File: src/irkt_pkg.sv
// Package with the shared types, register codes and key table of the IR key tracker.
package irkt_pkg;

   localparam int KEY_COUNT_DEF      = 45;
   localparam int HALF_BIT_LIMIT_DEF = 128;
   localparam int ROM_ENTRIES        = 45;
   localparam int TASK_DEPTH         = 2;
   localparam int RSP_DEPTH          = 4;

   localparam logic [63:0] REPEAT_CODE = 64'd4;

   localparam logic [1:0] CSR_IDLE_GAP = 2'd0;
   localparam logic [1:0] CSR_RELEASE  = 2'd1;
   localparam logic [1:0] CSR_PREAMBLE = 2'd2;
   localparam logic [1:0] CSR_END_GAP  = 2'd3;

   localparam logic [15:0] IDLE_GAP_RST = 16'd2000;
   localparam logic [15:0] RELEASE_RST  = 16'd4000;
   localparam logic [12:0] PREAMBLE_RST = 13'd16;
   localparam logic [12:0] END_GAP_RST  = 13'd20;

   localparam logic       KIND_DOWN = 1'b0;
   localparam logic       KIND_UP   = 1'b1;
   localparam logic       CMD_EDGE  = 1'b0;

   typedef struct packed {
      logic        command;
      logic [15:0] event_time;
      logic        edge_level;
   } req_type;

   typedef struct packed {
      logic        event_kind;
      logic        key_known;
      logic [5:0]  key_index;
      logic [63:0] raw_code;
      logic        last;
   } rsp_type;

   typedef struct packed {
      logic        resolve;
      logic [63:0] code;
      logic [15:0] event_time;
   } task_type;

   typedef struct packed {
      logic [15:0] idle_gap_ticks;
      logic [15:0] release_ticks;
      logic [12:0] preamble_units;
      logic [12:0] end_gap_units;
   } cfg_type;

   typedef enum logic [1:0] {
      ST_IDLE,
      ST_LOOKUP,
      ST_CHECK,
      ST_EMIT
   } back_state_type;

   localparam logic [63:0] KEY_ROM [ROM_ENTRIES] = '{
      64'h0adb76db5577f0, 64'h0aed75bb5577f0, 64'h0d575f5b5577f0,
      64'h15555ff6aab7f0, 64'h15557fd6aab7f0, 64'h1555bfb6aab7f0,
      64'h1555ff56aab7f0, 64'h1556bf76aab7f0, 64'h1556fed6aab7f0,
      64'h15577eb6aab7f0, 64'h1557fd56aab7f0, 64'h155abef6aab7f0,
      64'h155afdd6aab7f0, 64'h155bfb56aab7f0, 64'h156abdf6aab7f0,
      64'h156b7bb6aab7f0, 64'h156d7b76aab7f0, 64'h156ef6b6aab7f0,
      64'h156fed56aab7f0, 64'h1575f5d6aab7f0, 64'h1576f5b6aab7f0,
      64'h1577eb56aab7f0, 64'h157bead6aab7f0, 64'h157deab6aab7f0,
      64'h157fd556aab7f0, 64'h15aaf7d6aab7f0, 64'h15d6ebb6aab7f0,
      64'h16aab7f6aab7f0, 64'h16ab6fb6aab7f0, 64'h16abdf56aab7f0,
      64'h16added6aab7f0, 64'h16b56ef6aab7f0, 64'h16b5ddd6aab7f0,
      64'h16b6ddb6aab7f0, 64'h16b7bb56aab7f0, 64'h16ef6b56aab7f0,
      64'h175ad776aab7f0, 64'h176ad6f6aab7f0, 64'h176f5b56aab7f0,
      64'h1775ad76aab7f0, 64'h177eb556aab7f0, 64'h17db55b6aab7f0,
      64'h1d7abab6aab7f0, 64'h1d7d7556aab7f0, 64'h1dad5bb6aab7f0
   };

endpackage

File: src/irkt_fifo.sv
// Small synchronous queue used between the front, the back and the result port.
module irkt_fifo #(
   parameter int WIDTH = 8,
   parameter int DEPTH = 2
) (
   input  logic             clock,
   input  logic             reset,
   input  logic             push,
   input  logic [WIDTH-1:0] wdata,
   input  logic             pop,
   output logic [WIDTH-1:0] rdata,
   output logic             full,
   output logic             empty
);

   localparam int PW = (DEPTH > 1) ? $clog2(DEPTH) : 1;
   localparam int CW = $clog2(DEPTH + 1);

   logic [WIDTH-1:0] mem [DEPTH];
   logic [PW-1:0]    wr_ptr_ff, wr_ptr_in, rd_ptr_ff, rd_ptr_in;
   logic [CW-1:0]    count_ff, count_in;
   logic             do_push, do_pop;

   assign full    = (count_ff == CW'(DEPTH));
   assign empty   = (count_ff == '0);
   assign do_push = push && !full;
   assign do_pop  = pop && !empty;
   assign rdata   = mem[rd_ptr_ff];

   always_comb begin
      wr_ptr_in = wr_ptr_ff;
      rd_ptr_in = rd_ptr_ff;
      count_in  = count_ff;
      if (do_push) begin
         wr_ptr_in = (wr_ptr_ff == PW'(DEPTH - 1)) ? '0 : wr_ptr_ff + 1'b1;
      end
      if (do_pop) begin
         rd_ptr_in = (rd_ptr_ff == PW'(DEPTH - 1)) ? '0 : rd_ptr_ff + 1'b1;
      end
      if (do_push && !do_pop) begin
         count_in = count_ff + 1'b1;
      end else if (do_pop && !do_push) begin
         count_in = count_ff - 1'b1;
      end
   end

   always_ff @(posedge clock) begin
      if (reset) begin
         wr_ptr_ff <= '0;
         rd_ptr_ff <= '0;
         count_ff  <= '0;
      end else begin
         wr_ptr_ff <= wr_ptr_in;
         rd_ptr_ff <= rd_ptr_in;
         count_ff  <= count_in;
      end
   end

   always_ff @(posedge clock) begin
      if (do_push) begin
         mem[wr_ptr_ff] <= wdata;
      end
   end

endmodule

File: src/irkt_front.sv
// Front part: measures edge intervals, assembles the code and posts a task for each accepted item.
module irkt_front import irkt_pkg::*; #(
   parameter int HALF_BIT_LIMIT = HALF_BIT_LIMIT_DEF
) (
   input  logic     clock,
   input  logic     reset,
   input  cfg_type  cfg,
   input  logic     accept,
   input  req_type  req,
   output task_type task_out
);

   logic        in_burst_ff, in_burst_in;
   logic        frame_open_ff, frame_open_in;
   logic [15:0] prev_edge_ff, prev_edge_in;
   logic [15:0] burst_time_ff, burst_time_in;
   logic [7:0]  hbi_ff, hbi_in;
   logic [63:0] accum_ff, accum_in;
   logic [63:0] prev_code_ff, prev_code_in;

   logic [15:0] diff, idle_diff;
   logic [16:0] rounded;
   logic [12:0] len;
   logic [13:0] stop_sum;
   logic [7:0]  stop, stop_m1;
   logic [5:0]  lo, hi;
   logic [63:0] mask;
   logic        do_resolve;

   always_comb begin
      diff      = req.event_time - prev_edge_ff;
      idle_diff = req.event_time - burst_time_ff;
      rounded   = {1'b0, diff} + 17'd8;
      len       = rounded[16:4];
      stop_sum  = 14'(hbi_ff) + 14'(len);
      stop      = (stop_sum > 14'(HALF_BIT_LIMIT)) ? 8'(HALF_BIT_LIMIT) : stop_sum[7:0];
      stop_m1   = stop - 8'd1;
      lo        = hbi_ff[6:1];
      hi        = stop_m1[6:1];
      mask      = ({64{1'b1}} << lo) & ({64{1'b1}} >> (6'd63 - hi));

      in_burst_in   = in_burst_ff;
      frame_open_in = frame_open_ff;
      prev_edge_in  = prev_edge_ff;
      burst_time_in = burst_time_ff;
      hbi_in        = hbi_ff;
      accum_in      = accum_ff;
      do_resolve    = 1'b0;

      if (req.command == CMD_EDGE) begin
         if (!in_burst_ff && !req.edge_level) begin
            in_burst_in = 1'b1;
         end else if (len > cfg.end_gap_units && !req.edge_level) begin
            frame_open_in = 1'b0;
            do_resolve    = 1'b1;
         end else if (len == cfg.preamble_units && req.edge_level) begin
            hbi_in        = '0;
            frame_open_in = 1'b1;
            accum_in      = '0;
         end else if (frame_open_ff && hbi_ff < 8'(HALF_BIT_LIMIT) && len != '0) begin
            // Fill the half-bit range in one step; two half-bits share a code bit.
            if (req.edge_level) begin
               accum_in = accum_ff | mask;
            end
            hbi_in = stop;
         end
         prev_edge_in  = req.event_time;
         burst_time_in = req.event_time;
      end else if (in_burst_ff && idle_diff > cfg.idle_gap_ticks) begin
         in_burst_in   = 1'b0;
         frame_open_in = 1'b0;
         do_resolve    = 1'b1;
      end

      prev_code_in        = prev_code_ff;
      task_out.resolve    = do_resolve;
      task_out.event_time = req.event_time;
      task_out.code       = accum_ff;
      if (accum_ff == REPEAT_CODE) begin
         task_out.code = prev_code_ff;
      end else if (do_resolve) begin
         prev_code_in = accum_ff;
      end
   end

   always_ff @(posedge clock) begin
      if (reset) begin
         in_burst_ff   <= 1'b0;
         frame_open_ff <= 1'b0;
         prev_edge_ff  <= '0;
         burst_time_ff <= '0;
         hbi_ff        <= 8'd64;
         accum_ff      <= '0;
         prev_code_ff  <= '0;
      end else if (accept) begin
         in_burst_ff   <= in_burst_in;
         frame_open_ff <= frame_open_in;
         prev_edge_ff  <= prev_edge_in;
         burst_time_ff <= burst_time_in;
         hbi_ff        <= hbi_in;
         accum_ff      <= accum_in;
         prev_code_ff  <= prev_code_in;
      end
   end

endmodule

File: src/irkt_back.sv
// Back part: looks up the key, tracks the held key and emits key events.
module irkt_back import irkt_pkg::*; #(
   parameter int KEY_COUNT = KEY_COUNT_DEF
) (
   input  logic        clock,
   input  logic        reset,
   input  logic [15:0] release_ticks,
   input  task_type    task_in,
   input  logic        task_empty,
   output logic        task_pop,
   input  logic        out_full,
   output logic        out_push,
   output rsp_type     out_item
);

   back_state_type state_ff, state_in;
   task_type    task_ff;
   logic        known_ff, known_in;
   logic [5:0]  idx_ff, idx_in;
   logic        up_ff, up_in, down_ff, down_in;
   logic [5:0]  up_idx_ff, up_idx_in;
   logic        held_valid_ff, held_valid_in;
   logic [5:0]  held_index_ff, held_index_in;
   logic [15:0] press_time_ff, press_time_in;
   logic [15:0] since_press;
   logic        change;

   always_comb begin
      known_in = 1'b0;
      idx_in   = '0;
      for (int i = ROM_ENTRIES - 1; i >= 0; i--) begin
         if (i < KEY_COUNT && KEY_ROM[i] == task_ff.code) begin
            known_in = 1'b1;
            idx_in   = 6'(i);
         end
      end
   end

   always_comb begin
      state_in      = state_ff;
      up_in         = up_ff;
      down_in       = down_ff;
      up_idx_in     = up_idx_ff;
      held_valid_in = held_valid_ff;
      held_index_in = held_index_ff;
      press_time_in = press_time_ff;
      task_pop      = 1'b0;
      out_push      = 1'b0;
      since_press   = task_ff.event_time - press_time_ff;
      change        = !(held_valid_ff == known_ff && (!known_ff || held_index_ff == idx_ff));
      out_item.event_kind = KIND_UP;
      out_item.key_known  = 1'b1;
      out_item.key_index  = up_idx_ff;
      out_item.raw_code   = '0;
      out_item.last       = !down_ff;

      case (state_ff)
         ST_IDLE: begin
            if (!task_empty) begin
               task_pop = 1'b1;
               state_in = ST_LOOKUP;
            end
         end
         ST_LOOKUP: begin
            state_in = ST_CHECK;
         end
         ST_CHECK: begin
            up_idx_in = held_index_ff;
            if (task_ff.resolve) begin
               up_in   = change && held_valid_ff;
               down_in = change;
               if (change) begin
                  held_valid_in = known_ff;
                  held_index_in = known_ff ? idx_ff : '0;
               end
               press_time_in = task_ff.event_time;
            end else begin
               up_in   = held_valid_ff && since_press > release_ticks;
               down_in = 1'b0;
               if (up_in) begin
                  held_valid_in = 1'b0;
                  held_index_in = '0;
               end
            end
            state_in = (up_in || down_in) ? ST_EMIT : ST_IDLE;
         end
         ST_EMIT: begin
            if (!up_ff) begin
               out_item.event_kind = KIND_DOWN;
               out_item.key_known  = known_ff;
               out_item.key_index  = idx_ff;
               out_item.raw_code   = task_ff.code;
               out_item.last       = 1'b1;
            end
            if (!out_full) begin
               out_push = 1'b1;
               if (up_ff) begin
                  up_in    = 1'b0;
                  state_in = down_ff ? ST_EMIT : ST_IDLE;
               end else begin
                  down_in  = 1'b0;
                  state_in = ST_IDLE;
               end
            end
         end
         default: begin
            state_in = ST_IDLE;
         end
      endcase
   end

   always_ff @(posedge clock) begin
      if (reset) begin
         state_ff      <= ST_IDLE;
         up_ff         <= 1'b0;
         down_ff       <= 1'b0;
         held_valid_ff <= 1'b0;
         held_index_ff <= '0;
         press_time_ff <= '0;
      end else begin
         state_ff      <= state_in;
         up_ff         <= up_in;
         down_ff       <= down_in;
         held_valid_ff <= held_valid_in;
         held_index_ff <= held_index_in;
         press_time_ff <= press_time_in;
      end
   end

   always_ff @(posedge clock) begin
      up_idx_ff <= up_idx_in;
      if (task_pop) begin
         task_ff <= task_in;
      end
      if (state_ff == ST_LOOKUP) begin
         known_ff <= known_in;
         idx_ff   <= idx_in;
      end
   end

   a_idle_nothing_pending: assert property (@(posedge clock) disable iff (reset)
      (state_ff == ST_IDLE) |-> !(up_ff || down_ff))
      else $error("events pending while back part is idle");

   a_push_only_in_emit: assert property (@(posedge clock) disable iff (reset)
      out_push |-> (state_ff == ST_EMIT))
      else $error("result pushed outside the emit step");

   a_press_time_taken: assert property (@(posedge clock) disable iff (reset)
      (state_ff == ST_CHECK && task_ff.resolve) |=>
         (press_time_ff == $past(task_ff.event_time)))
      else $error("press time not updated on resolve");

   a_lookup_after_pop: assert property (@(posedge clock) disable iff (reset)
      task_pop |=> (state_ff == ST_LOOKUP))
      else $error("task popped without lookup");

endmodule

File: src/ir_pulse_decoder_key_tracker_top.sv
// Top level of the IR pulse-length decoder and key tracker.
// An accepted item is written to the task queue; the back part pops it, takes a
// lookup step and a check step, and emits any events in an emit step that waits
// while the result queue is full. The back part's sequencer takes one task at a
// time and pops the next only once it is idle again. Reset is synchronous and active high; it
// restores register defaults and clears the decoder state and both queues.
module ir_pulse_decoder_key_tracker_top import irkt_pkg::*; #(
   parameter int KEY_COUNT      = KEY_COUNT_DEF,
   parameter int HALF_BIT_LIMIT = HALF_BIT_LIMIT_DEF
) (
   input  logic        clock,
   input  logic        reset,
   // Input items.
   input  logic        req_push,
   output logic        req_full,
   input  req_type     req_data,
   // Result items.
   output logic        rsp_empty,
   input  logic        rsp_pop,
   output rsp_type     rsp_data,
   // Configuration writes.
   input  logic        csr_valid,
   output logic        csr_ready,
   input  logic [1:0]  csr_index,
   input  logic [15:0] csr_data
);

   cfg_type  cfg_ff;
   task_type front_task, back_task;
   logic     req_accept, task_empty, task_pop;
   logic     out_full, out_push;
   rsp_type  out_item;
   logic [$bits(task_type)-1:0] back_task_bits;
   logic [$bits(rsp_type)-1:0]  rsp_bits;

   // Configuration writes are always taken.
   assign csr_ready = 1'b1;

   always_ff @(posedge clock) begin
      if (reset) begin
         cfg_ff.idle_gap_ticks <= IDLE_GAP_RST;
         cfg_ff.release_ticks  <= RELEASE_RST;
         cfg_ff.preamble_units <= PREAMBLE_RST;
         cfg_ff.end_gap_units  <= END_GAP_RST;
      end else if (csr_valid) begin
         case (csr_index)
            CSR_IDLE_GAP: cfg_ff.idle_gap_ticks <= csr_data;
            CSR_RELEASE:  cfg_ff.release_ticks  <= csr_data;
            CSR_PREAMBLE: cfg_ff.preamble_units <= csr_data[12:0];
            CSR_END_GAP:  cfg_ff.end_gap_units  <= csr_data[12:0];
            default: ;
         endcase
      end
   end

   // The front part updates its decoder state as each item is accepted and
   // posts one task per item; the task queue lets it run ahead of the back.
   assign req_accept = req_push && !req_full;

   irkt_front #(.HALF_BIT_LIMIT(HALF_BIT_LIMIT)) u_front (
      .clock    (clock),
      .reset    (reset),
      .cfg      (cfg_ff),
      .accept   (req_accept),
      .req      (req_data),
      .task_out (front_task)
   );

   irkt_fifo #(.WIDTH($bits(task_type)), .DEPTH(TASK_DEPTH)) u_task_q (
      .clock (clock),
      .reset (reset),
      .push  (req_accept),
      .wdata (front_task),
      .pop   (task_pop),
      .rdata (back_task_bits),
      .full  (req_full),
      .empty (task_empty)
   );

   assign back_task = task_type'(back_task_bits);

   // The back part resolves keys for one task at a time and emits at most one
   // event per cycle.
   irkt_back #(.KEY_COUNT(KEY_COUNT)) u_back (
      .clock         (clock),
      .reset         (reset),
      .release_ticks (cfg_ff.release_ticks),
      .task_in       (back_task),
      .task_empty    (task_empty),
      .task_pop      (task_pop),
      .out_full      (out_full),
      .out_push      (out_push),
      .out_item      (out_item)
   );

   // The result queue decouples the consumer from the back part.
   irkt_fifo #(.WIDTH($bits(rsp_type)), .DEPTH(RSP_DEPTH)) u_rsp_q (
      .clock (clock),
      .reset (reset),
      .push  (out_push),
      .wdata (out_item),
      .pop   (rsp_pop),
      .rdata (rsp_bits),
      .full  (out_full),
      .empty (rsp_empty)
   );

   assign rsp_data = rsp_type'(rsp_bits);

endmodule
File: config.mk
export PLATFORM = sky130hd
export DESIGN_NAME = ir_pulse_decoder_key_tracker_top
export DESIGN_NICKNAME = d
export VERILOG_FILES = /design/src/irkt_pkg.sv /design/src/irkt_fifo.sv /design/src/irkt_front.sv /design/src/irkt_back.sv /design/src/ir_pulse_decoder_key_tracker_top.sv
export SDC_FILE = /design/constraint.sdc
export NUM_CORES = 1
export LEC_CHECK = 0
export BUFFER_PORTS_ARGS = -buffer_cell sky130_fd_sc_hd__clkbuf_2
export CORE_ASPECT_RATIO = 0.7
export CORE_MARGIN = 2
export CORE_UTILIZATION = 62
export DETAILED_ROUTE_END_ITERATION = 7
export GPL_TIMING_DRIVEN = 0
export PLACE_DENSITY = 0.8
export SLEW_MARGIN = 20
export SYNTH_ARGS = -nofsm -noshare
export SYNTH_HDL_FRONTEND = slang
export SYNTH_SLANG_ARGS = --single-unit
File: constraint.sdc
create_clock -name clock -period 8.7 [get_ports clock]
set_clock_uncertainty 0.15 [all_clocks]
set_input_delay 1.305 -clock clock [delete_from_list [all_inputs] [get_ports clock]]
set_output_delay 1.305 -clock clock [all_outputs]
set_load 0.01 [all_outputs]
==> flow_metrics.env <==
export IMPL_io_pins=117
export IMPL_hold_viol=0
export IMPL_power_density_nw_per_um2=265
export IMPL_setup_viol=0
export IMPL_drc=0
export IMPL_cts_max_level=3
export IMPL_max_cap_violations=0
export IMPL_cts_resized=2
export IMPL_rsz0062_at_grt="no"
export IMPL_wl_per_cell_um=26.4
export IMPL_crit_fanout=9
export IMPL_clock_tree_root_cell="clkbuf_16"
export IMPL_endpoint_kind="flop"
export IMPL_worstSetupStartpointType="input port"
export IMPL_syn_inst=2896
export IMPL_synth_fp_nets=3033
export IMPL_cp_buffers_inverters=3
export IMPL_cts_hold_fix_buffers=0
export IMPL_synth_area_leaders="edfxtp_1, dfxtp_1, mux4_2"
export IMPL_syn_avg_cell_area_um2=12.3
export IMPL_leakage_nw=14.1
export IMPL_clk_pin_slew_ps=60
export IMPL_setup_worst_path_class="in2reg"
export IMPL_synth_main_ff_cell="edfxtp_1"
export IMPL_initialDrtViolationCount=3365
export IMPL_place_congestion=1.04
export IMPL_dpl_hpwl_mm=74.8
export IMPL_hold_class="reg2reg"
export IMPL_yosysSeqAreaShare_pct=60.3
export IMPL_cts_buffers=74
export IMPL_synth_area_um2=35700
export IMPL_outcome="complete, no violations"
export IMPL_power_mw=10.6
export IMPL_die_y_um=205
export IMPL_cp_common_cell="ha_1"
export IMPL_dr_pass1_iters=6
export IMPL_cpLargestDelayFamily="simple AND/OR/NAND/NOR gates"
export IMPL_area_delta_synth_final_pct=12.2
export IMPL_viasPerCell=6.47
export IMPL_wirelength_mm=104
export IMPL_ys_types=99
export IMPL_dieArea_um2=59500
export IMPL_rows=73
export IMPL_grt_pass1_vias=24702
export IMPL_ys_ff_latch=800
export IMPL_fin_nets=3244
export IMPL_max_stage_delay_ps=540
export IMPL_die_w_um=291
export IMPL_synth_top_area_share_pct=46.2
export IMPL_slew_headroom_pct=21.8
export IMPL_fin_util_pct=70.4
export IMPL_final_period_utilization_pct=94.9
export IMPL_cts_tree="done"
export IMPL_coreArea_um2=56800
export IMPL_clk_latency_ps=640
export IMPL_grt_total_usage_pct=34.7
export IMPL_ant_nets=0
export IMPL_async_flop_share_pct=0
export IMPL_grt_overflow=0
export IMPL_period_needed_ps=8250
export IMPL_post_cts_setup_buffer_count=0
export IMPL_required_ps=9100
export IMPL_max_freq_mhz=121
export IMPL_drive_gt1_share_pct=15.3
export IMPL_synth_edf_count=548
export IMPL_slowest_stage="a211oi_4"
export IMPL_grt_max_degree=49
export IMPL_slew_viol_final=0
export IMPL_io_buffers=115
export IMPL_start_util_pct=62.8
export IMPL_grt_pass1_wl_mm=154
export IMPL_worstMarginPinSlew_ps=1170
export IMPL_yosys_area_top_type="edfxtp_1"
export IMPL_cts_buffer_depth=3
export IMPL_cts_sinks=800
export IMPL_dr_total_vias=25367
export IMPL_arrival_ps=8650
export IMPL_yosysWarnings=0
export IMPL_vdd_ir_drop_max_mv=0.269
export IMPL_antenna_found_initial=2
-- state kept, by name, indices dropped and copies added (netlist names), 2 cells and up, named ones only --
name,cells
u_rsp_q.wr_ptr_ff,2
u_rsp_q.mem,292
u_front.prev_edge_ff,16
u_back.idx_ff,6
u_task_q.count_ff,2
u_back.task_ff,81
u_front.accum_ff,64
u_rsp_q.rd_ptr_ff,2
u_rsp_q.count_ff,3
u_back.press_time_ff,16
u_back.held_index_ff,6
u_task_q.mem,162
u_back.state_ff,2
u_front.hbi_ff,8
cfg_ff,58
u_back.up_idx_ff,6
u_front.prev_code_ff,64
-- area by class of cell --
class	instances	area [µm²]
multi-input combinational	1842	13300
tap	750	938
fill	3836	16800
buffer	127	526
timing repair buffer	136	905
antenna	2	5.00
inverter	126	473
clock inverter	36	375
clock buffer	100	2030
sequential	800	21500
-- path summary, 6_finish.rpt --
path,from,endpoint,slack (ps),cells after the start
setup / recovery,req_data[1],u_front.accum_ff[55],450,25
hold / removal,cfg_ff[1],cfg_ff[1],310,2
setup reg to reg,u_front.prev_edge_ff[0],u_front.accum_ff[55],1020,23
hold reg to reg,cfg_ff[1],cfg_ff[1],310,2
-- layout by cell type, fill, tap and decap left out, types with 34 or more instances in the layout --
| cell type | n |
|---|---|
| a21o_1 | 72 |
| a21oi_1 | 165 |
| a31oi_1 | 40 |
| and2_1 | 80 |
| clkbuf_1 | 116 |
| clkbuf_16 | 76 |
| clkbuf_2 | 119 |
| dfxtp_1 | 252 |
| edfxtp_1 | 548 |
| ha_1 | 92 |
| inv_1 | 120 |
| mux2_2 | 89 |
| mux2i_1 | 72 |
| mux4_2 | 73 |
| nand2_1 | 305 |
| nand3_1 | 47 |
| nand4_1 | 35 |
| nor2_1 | 222 |
| nor2b_1 | 34 |
| nor3_1 | 46 |
| o21ai_0 | 53 |
| xnor2_1 | 34 |
-- logic make-up (layout without fill, tap and decap cells) --
logic type      Yosys count  in the layout  synth area share, %
mux                     235            235                 9.47
compound gates          509            509                 9.52
fa+ha+maj                96             96                 3.45
other cells               1              3               0.0105
xor+xnor                 62             62                 1.58
simple gates            939            939                 12.9
buf+inv                 254            525                 2.80
flops                   800            800                 60.3
-- power by group --
group | leakage [nW] | switching [mW] | total (mW) | internal, mW
clock | 1.18 | 1.45 | 3.27 | 1.81
combinational | 6.06 | 1.46 | 2.43 | 0.967
sequential | 6.90 | 0.345 | 4.88 | 4.54
total | 14.1 | 3.26 | 10.6 | 7.32
-- metrics by stage --
| stage | hold WS, ps | TNS [ps] | setup WS (ps) | instances | instance area [µm²] |
|---|---|---|---|---|---|
| after floorplan | 286 | 0 | 1170 | 2896 | 35700 |
| after global placement | 294 | -112680 | -1780 | 3761 | 37200 |
| after detailed placement | 298 | -25080 | -786 | 3782 | 37500 |
| after CTS | 306 | 0 | 125 | 3918 | 40000 |
| after global routing | 320 | 0 | 122 | 3918 | 40000 |
| final | 305 | 0 | 448 | 3919 | 40000 |
-- cell usage after synthesis, types with 26 or more instances --
cell,number
nor3_1,47
clkbuf_1,100
o21ai_0,53
mux2_2,89
nand4_1,35
a21oi_1,167
mux2i_1,73
a31oi_1,40
inv_1,120
mux4_2,73
nand2b_1,26
xnor2_1,35
nand2_1,305
nor2_1,224
nor2b_1,34
ha_1,92
edfxtp_1,548
dfxtp_1,252
nor4_1,32
and2_1,84
nand3_1,47
a21o_1,72
-- worst register-to-register path, delay by kind of cell, from the launching register on --
| kind | cells | cell delay (ps) |
|---|---|---|
| compound gates | 6 | 1890 |
| flops | 1 | 350 |
| buf+inv | 1 | 60 |
| simple gates | 8 | 2450 |
| fa+ha+maj | 6 | 1970 |
| xor+xnor | 2 | 750 |
-- per-layer routing --
metal	track usage [%]	routed length, µm	vias to the layer above
li1	-	-	11145
met1	53.0	46400	12683
met2	50.5	44100	1372
met3	8.42	11000	165
met4	7.98	2120	2
met5	0	13	-
Note: power is estimated with default switching activity, not from simulation.
